--- src/hdl/ead_pkg.sv ---
// Shared types, constants and helper functions for the exponential ADSR envelope.
// No dependencies; every other file imports this package.
`default_nettype none

package ead_pkg;

  // Sizes
  localparam int unsigned GainTableDepth = 1024;
  localparam int unsigned TblBits        = $clog2(GainTableDepth);
  localparam int unsigned SampleWidth    = 24;
  localparam int unsigned QDepth         = 2;
  localparam int unsigned QPtrW          = $clog2(QDepth);
  localparam int unsigned LevelW         = 25;
  localparam int unsigned StepW          = 24;
  localparam int unsigned DivW           = 34;
  localparam int unsigned DivCntW        = $clog2(DivW + 1);
  localparam int unsigned TermW          = 31;
  localparam int unsigned SumW           = 33;
  localparam int unsigned CfgW           = 18;
  localparam int unsigned CfgIdxW        = 3;
  localparam int unsigned SeriesTerms    = 12;

  // Arithmetic constants
  localparam logic [StepW-1:0]         FloorSpan   = 24'd11796480;
  localparam logic signed [LevelW-1:0] FloorDb     = -25'sd11796480;
  localparam logic [29:0]              Ln2Q30      = 30'd744261118;
  localparam logic [29:0]              OctPerDbQ32 = 30'd713378626;
  localparam logic [TermW-1:0]         OneQ30      = 31'h4000_0000;
  localparam logic signed [16:0]       SustainMin  = -17'sd46080;

  typedef enum logic [1:0] {
    OP_AUDIO    = 2'd0,
    OP_NOTE_ON  = 2'd1,
    OP_NOTE_OFF = 2'd2,
    OP_RSVD     = 2'd3
  } ead_op_e;

  typedef enum logic [1:0] {
    KIND_AUDIO = 2'd0,
    KIND_ON    = 2'd1,
    KIND_OFF   = 2'd2,
    KIND_NONE  = 2'd3
  } ead_kind_e;

  typedef enum logic [2:0] {
    PH_OFF     = 3'd0,
    PH_ATTACK  = 3'd1,
    PH_DECAY   = 3'd2,
    PH_SUSTAIN = 3'd3,
    PH_RELEASE = 3'd4
  } ead_phase_e;

  typedef enum logic [CfgIdxW-1:0] {
    CFG_SAMPLE_RATE   = 3'd0,
    CFG_ATTACK_MS     = 3'd1,
    CFG_DECAY_MS      = 3'd2,
    CFG_RELEASE_MS    = 3'd3,
    CFG_SUSTAIN_LEVEL = 3'd4,
    CFG_SUSTAIN_LOSS  = 3'd5,
    CFG_SUSTAIN_FALLS = 3'd6
  } ead_cfg_idx_e;

  typedef struct packed {
    ead_kind_e                     kind;
    logic signed [SampleWidth-1:0] sample;
  } ead_item_t;

  typedef struct packed {
    logic [17:0]        sample_rate;
    logic [15:0]        attack_ms;
    logic [15:0]        decay_ms;
    logic [15:0]        release_ms;
    logic signed [16:0] sustain_level;
    logic [15:0]        sustain_loss_rate;
    logic               sustain_falls;
  } ead_cfg_t;

  typedef struct packed {
    logic            start;
    logic [DivW-1:0] num;
    logic [DivW-1:0] den;
  } ead_div_req_t;

  typedef struct packed {
    logic            done;
    logic [DivW-1:0] quo;
  } ead_div_rsp_t;

  // floor((2^32 - 1) / i) for the series divisions
  function automatic logic [31:0] recip(input logic [3:0] i);
    logic [31:0] r;
    unique case (i)
      4'd1:    r = 32'd4294967295;
      4'd2:    r = 32'd2147483647;
      4'd3:    r = 32'd1431655765;
      4'd4:    r = 32'd1073741823;
      4'd5:    r = 32'd858993459;
      4'd6:    r = 32'd715827882;
      4'd7:    r = 32'd613566756;
      4'd8:    r = 32'd536870911;
      4'd9:    r = 32'd477218588;
      4'd10:   r = 32'd429496729;
      4'd11:   r = 32'd390451572;
      4'd12:   r = 32'd357913941;
      default: r = 32'd0;
    endcase
    return r;
  endfunction

endpackage

`default_nettype wire

--- src/hdl/ead_front.sv ---
// Input side: classifies each pushed item and holds it in a short queue.
// Depends on ead_pkg.
`default_nettype none

module ead_front import ead_pkg::*; (
  input  wire logic                          clk_i,
  input  wire logic                          rst_ni,
  input  wire logic                          push,
  output logic                               full,
  input  wire logic [1:0]                    op_i,
  input  wire logic signed [SampleWidth-1:0] sample_in_i,
  output logic                               item_valid_o,
  input  wire logic                          item_pop_i,
  output ead_item_t                          item_o
);

  ead_item_t          mem_q [QDepth];
  logic [QPtrW-1:0]   wr_q, rd_q;
  logic [QPtrW:0]     cnt_q;
  logic               do_wr, do_rd;
  ead_item_t          cls;

  assign full         = (cnt_q == (QPtrW+1)'(QDepth)) ? 1'b1 : 1'b0;
  assign item_valid_o = (cnt_q != '0);
  assign item_o       = mem_q[rd_q];
  assign do_wr        = push && !full;
  assign do_rd        = item_pop_i && item_valid_o;

  // Classify the operation code
  always_comb begin
    cls.sample = sample_in_i;
    unique case (op_i)
      OP_AUDIO:    cls.kind = KIND_AUDIO;
      OP_NOTE_ON:  cls.kind = KIND_ON;
      OP_NOTE_OFF: cls.kind = KIND_OFF;
      default:     cls.kind = KIND_NONE;
    endcase
  end

  // Advance pointers and count
  always_ff @(posedge clk_i or negedge rst_ni) begin
    if (!rst_ni) begin
      wr_q  <= '0;
      rd_q  <= '0;
      cnt_q <= '0;
    end else begin
      if (do_wr) wr_q <= wr_q + 1'b1;
      if (do_rd) rd_q <= rd_q + 1'b1;
      if (do_wr && !do_rd) cnt_q <= cnt_q + 1'b1;
      else if (!do_wr && do_rd) cnt_q <= cnt_q - 1'b1;
    end
  end

  // Store the transaction
  always_ff @(posedge clk_i) begin
    if (do_wr) mem_q[wr_q] <= cls;
  end

endmodule

`default_nettype wire

--- config.mk ---
export PLATFORM = sky130hd
export DESIGN_NAME = ead_front
export DESIGN_NICKNAME = d
export VERILOG_FILES = /design/src/hdl/ead_pkg.sv /design/src/hdl/ead_front.sv
export SDC_FILE = /design/constraint.sdc
export NUM_CORES = 1
export LEC_CHECK = 0
export ABC_CLOCK_PERIOD_IN_PS = 3900
export BUFFER_PORTS_ARGS = -buffer_cell sky130_fd_sc_hd__buf_2
export CORE_MARGIN = 3
export CORE_UTILIZATION = 40
export CTS_BUF_LIST = sky130_fd_sc_hd__clkbuf_8
export DETAILED_ROUTE_END_ITERATION = 10
export PLACE_DENSITY = 0.64
export SETUP_SLACK_MARGIN = 0.02
export SLEW_MARGIN = 0
export SYNTH_ARGS = -nofsm -noshare
export SYNTH_HDL_FRONTEND = slang
export SYNTH_SLANG_ARGS = --single-unit
--- constraint.sdc ---
create_clock -name clk_i -period 3.9 [get_ports clk_i]
set_input_delay 0.195 -clock clk_i [delete_from_list [all_inputs] [get_ports clk_i]]
set_output_delay 0.195 -clock clk_i [all_outputs]
set_load 0.02 [all_outputs]
### Word-level counts from Yosys, hierarchy flattened

Memory sizes are Yosys's and may differ from the RTL's.
Cells that the tools add are included.

* add/subtract/negate cells: 4
* equality and inequality tests: 3
* muxes and demuxes: 6
* reductions and logical operators: 10

Operator list (count)
* 2-bit one-hot mux with 3 select lines: 1
* 2-bit equality test (second input constant): 2
* 1-bit logical AND: 4
* 2-bit two-way mux: 2
* 2-bit nonzero test: 2
* 1-bit logical NOT: 3
* 1-bit two-way mux: 3
* 1-bit adder (second input constant): 2
* 2-bit by 1-bit adder with 2-bit output (second input constant): 1
* 2-bit by 1-bit equality test with 1-bit output (second input constant): 1
* 2-bit logical NOT: 1
* 2-bit by 1-bit subtractor with 2-bit output (second input constant): 1

* flip-flop bits (word level): 4
* bits in writable memories: 52
* logic and storage cells: 27
* memories kept: 1

Memory list
* mem_q: depth 2, bits a word 26, rd ports 1, clocked after Yosys merged registers in 0, wr ports 1, RTL line ead_front.sv:17 `ead_item_t mem_q [QDepth];`

### Logic depth before layout (Yosys ltp)

* depth after elaboration: 8
* depth in mapped cells: 7
* mapped depth without buffers: 7

### Worst setup path before layout

Ideal clock, no wire load.

* path kind: reg2reg
* start point: register cnt_q[0]
* end point: memory mem_q[0][0] (netlist name), enable pin
* arrival: 1.730 ns
* required time: 3.491 ns
* slack: 1.761 ns
* cell stages (with the launch flop): 4
* path buffers: 0
* cell sequence: dfrtp_1 nand2b_1 nand2_1 nor2_1

* longest elaborated chain between the ends: 6

RTL lines
* start, declared: RTL line ead_front.sv:19 `logic [QPtrW:0] cnt_q;`
* start signal, assigned: RTL line ead_front.sv:49 `if (do_wr && !do_rd) cnt_q <= cnt_q + 1'b1;`
* start signal, assigned: RTL line ead_front.sv:50 `else if (!do_wr && do_rd) cnt_q <= cnt_q - 1'b1;`
* 2-bit equality test: RTL line ead_front.sv:23 `assign full = (cnt_q == (QPtrW+1)'(QDepth)) ? 1'b1 : 1'b0;`
* 1-bit two-way mux: RTL line ead_front.sv:23
* 1-bit logical NOT: RTL line ead_front.sv:26 `assign do_wr = push && !full;`
* 1-bit logical AND: RTL line ead_front.sv:26
* 1-bit two-way mux: RTL line ead_front.sv:56 `if (do_wr) mem_q[wr_q] <= cls;`
* 1-bit two-way mux (not written as such): RTL line ead_front.sv:56
* end, declared: RTL line ead_front.sv:17

No other way between the ends.

==> metrics.log <==
INFO  metric status = complete, no violations
INFO  metric mostFrequentLayoutCells = sky130_fd_sc_hd__buf_2 (57), sky130_fd_sc_hd__edfxtp_1 (52), sky130_fd_sc_hd__mux2_4 (19)
INFO  metric cellPowerDensity = 757 nW/µm²
INFO  metric synthAdderAreaFrac = 0.573%
INFO  metric mappedNetlistArea = 2180 µm²
INFO  metric io-pin-count = 58
INFO  metric place_worst_setup_slack = 2.02 ns
INFO  metric power_internal = 1350 µW
INFO  metric hpwl = 2.73 mm
INFO  metric final.min_clock_period = 2.20 ns
INFO  metric total_net_switching_power = 653 µW
INFO  metric post_drt_wl_per_cell = 15.8 µm
INFO  metric critical_path_class = reg -> out
INFO  metric row_count = 26
INFO  metric core_region_area = 5200 µm²
INFO  metric irDropWorstVdd = 0.352 mV
INFO  metric grt_total_ovfl = 0
INFO  metric cts.htree.levels = 2
INFO  metric synth-xor-area-share = 2.00%
INFO  metric buffer_ports.inserted = 57
INFO  metric global_route_wire_length_before_repair = 6.04 mm
INFO  metric leading_cell_type_in_the_layout_fill_and_taps_excluded = sky130_fd_sc_hd__buf_2
INFO  metric setup_ws = 1.70 ns
INFO  metric slew_headroom = 60.1%
INFO  metric finalSetupTns = 0 ns
INFO  metric synth_mux_area_share = 16.7%
INFO  metric cts.root.buffer_cell = sky130_fd_sc_hd__clkbuf_8
INFO  metric crit_path_max_fanout = 16
INFO  metric multi_input_comb_area = 459 µm²
INFO  metric cp.required = 3.70 ns
INFO  metric netlist_instances = 102
INFO  metric tightestPinTransition = 0.598 ns
INFO  metric via_count = 1092
INFO  metric post_synth_num_cell_types = 17
INFO  metric critical_path.startpoint_type = flip-flop
INFO  metric layout-drive-gt1-share = 56.6%
INFO  metric place_congestion = 0.681
INFO  metric regToRegSetupSlack = 2.06 ns
INFO  metric drt_pass1_iterations = 4
INFO  metric drc_viols = 0
INFO  metric cts_tree = yes
INFO  metric cts_post_setup_buffers_inserted = 0
INFO  metric flip_flop_and_latch_area = 1660 µm²
INFO  metric post_cts_resize_count = 0
INFO  metric end_kind = primary output
INFO  metric power.share.sequential = 45.0%
INFO  metric rsz0062_at_grt = false
INFO  metric clock_tree.buffer_depth = 2
INFO  metric power_switching_share = 32.7%
INFO  metric mappedNetlistNets = 133
INFO  metric crit_arrival = 2.00 ns
INFO  metric setup-violations-final = 0
INFO  metric dr.first_iter.drc_count = 54
INFO  metric postRouteWirelength = 3.73 mm
INFO  metric synthToLayoutAreaGrowth = 20.8%
INFO  metric cts.sinks = 56
INFO  metric grt_max_degree = 17
INFO  metric clk_pin_slew_worst_paths = 0.09 ns
INFO  metric antenna_cells = 0
INFO  metric chipHeight = 79.9 µm
INFO  metric synth_area_per_cell = 21.4 µm²
INFO  metric holdCritPathClass = in -> reg
INFO  metric drv_slew = 0
INFO  metric worstSkewPairLatency = 0.29 ns
INFO  metric grt_pass1_vias = 1170
INFO  metric yosys_register_bits = 56
INFO  metric yosys.area_share.simple = 1.66%
INFO  metric p_leak = 0.00108 µW
INFO  metric groute.usage.overall = 12.7%
INFO  metric drt.antenna.violating_nets = 0
INFO  metric synth_compound_gate_area_share = 0%
INFO  metric yosys_warnings = 0
INFO  metric finalHoldViolations = 0
INFO  metric comb_power_share = 37.4%
INFO  metric initial_core_util = 42.0%
INFO  metric main_combinational_cell_family_by_area_after_synthesis = multiplexers
INFO  metric die_area = 6380 µm²
INFO  metric synth-seq-area-share = 76.1%
INFO  metric filler_cell_count = 451
INFO  metric drv.max_cap_violation_count = 0
INFO  metric final_nets = 196
INFO  metric die_width = 79.9 µm
INFO  metric via_per_inst = 4.63
INFO  metric worst_clock_skew_on_the_final_layout = 0.00543 ns
INFO  metric tritoncts.num_buffers = 5
INFO  metric cts_hold_buf = 1
INFO  metric number_of_antenna_violations_at_the_first_check_in_global_routing = 0
INFO  metric post-route-period-util = 56.3%
INFO  metric portion_of_total_power_attributed_to_the_clock_network = 17.6%
INFO  metric max_clock_freq = 455 MHz
worst max-delay path: stages, from the launching register on:
cell and delay (ns):
sky130_fd_sc_hd__dfrtp_1 0.73, sky130_fd_sc_hd__buf_4 0.41, sky130_fd_sc_hd__mux2_2 0.39, sky130_fd_sc_hd__buf_2 0.16
routing by layer:
| layer | vias to the layer above | wire length [µm] | track usage, % |
|---|---|---|---|
| li1 | 508 | - | - |
| met1 | 530 | 1550 | 15.6 |
| met4 | 0 | 46 | 3.55 |
| met2 | 47 | 1820 | 20.9 |
| met3 | 7 | 316 | 4.85 |
| met5 | - | 0 | 0 |
synth_stat cells (all sizes together):
cell	instances	area, µm²
and3	1	6.26
buf	3	51.3
clkbuf	2	7.51
dfrtp	4	100
edfxtp	52	1560
ha	1	12.5
inv	2	7.51
mux2	26	364
nand2	2	10.0
nand2b	1	6.26
nor2	2	7.51
or2	1	6.26
xnor2	3	26.3
xor2	2	17.5
final cells by class:
cell class | instances | share of cell area (%)
clock buffers | 5 | 2.61
clock inverters | 3 | 1.42
inverters | 2 | 0.284
multi-input cells | 39 | 17.4
flip-flops and latches | 56 | 62.9
well taps | 70 | 3.32
repair buffers | 61 | 12.0
power groups by stage:
stage / Sequential (µW) / Clock [µW] / Combinational, µW
floorplan: 874 / 0 / 616
global placement: 901 / 0 / 741
detailed placement: 914 / 0 / 759
CTS: 901 / 365 / 763
global route: 917 / 395 / 802
finish: 899 / 352 / 748
cells by family (layout without fill, tap and decap cells):
| logic type | count (synthesis) | in the layout |
|---|---|---|
| mux | 26 | 26 |
| xor+xnor | 5 | 5 |
| buf+inv | 7 | 71 |
| fa+ha+maj | 1 | 1 |
| flops | 56 | 56 |
| simple gates | 7 | 7 |
sequential cells by signal, summed over array words and instances, names as in the netlist:
signal / flops
rd_q: 1
mem_q: 52
wr_q: 1
cnt_q: 2
path summary, 6_finish.rpt:
| check | from | end | depth (start not counted) |
|---|---|---|---|
| worst max-delay path | rd_q$_DFFE_PN0P_ | item_o[20] | 3 |
| worst min-delay path | sample_in_i[15] | mem_q[1][15]$_DFFE_PP_ | 1 |
| worst max register to register | cnt_q[0]$_DFFE_PN0P_ | mem_q[0][10]$_DFFE_PP_ | 4 |
| worst min register to register | cnt_q[1]$_DFFE_PN0P_ | cnt_q[1]$_DFFE_PN0P_ | 1 |
| max in group asynchronous | rst_ni | rd_q$_DFFE_PN0P_ | 2 |
| min in group asynchronous | rst_ni | wr_q$_DFFE_PN0P_ | 2 |
metrics by stage:
stage	cell area, µm²	hold slack [ns]	total power [µW]	cells	utilization [%]
after floorplan	2180	-0.101	1490	102	-
after global placement	2520	0.00149	1640	227	48.5
after detailed placement	2520	0.00972	1670	227	48.5
after CTS	2640	0.0663	2030	236	50.7
after global routing	2640	0.0538	2110	236	50.7
final	2640	0.0804	2000	236	50.7
Power figures use the tool's default switching activity.
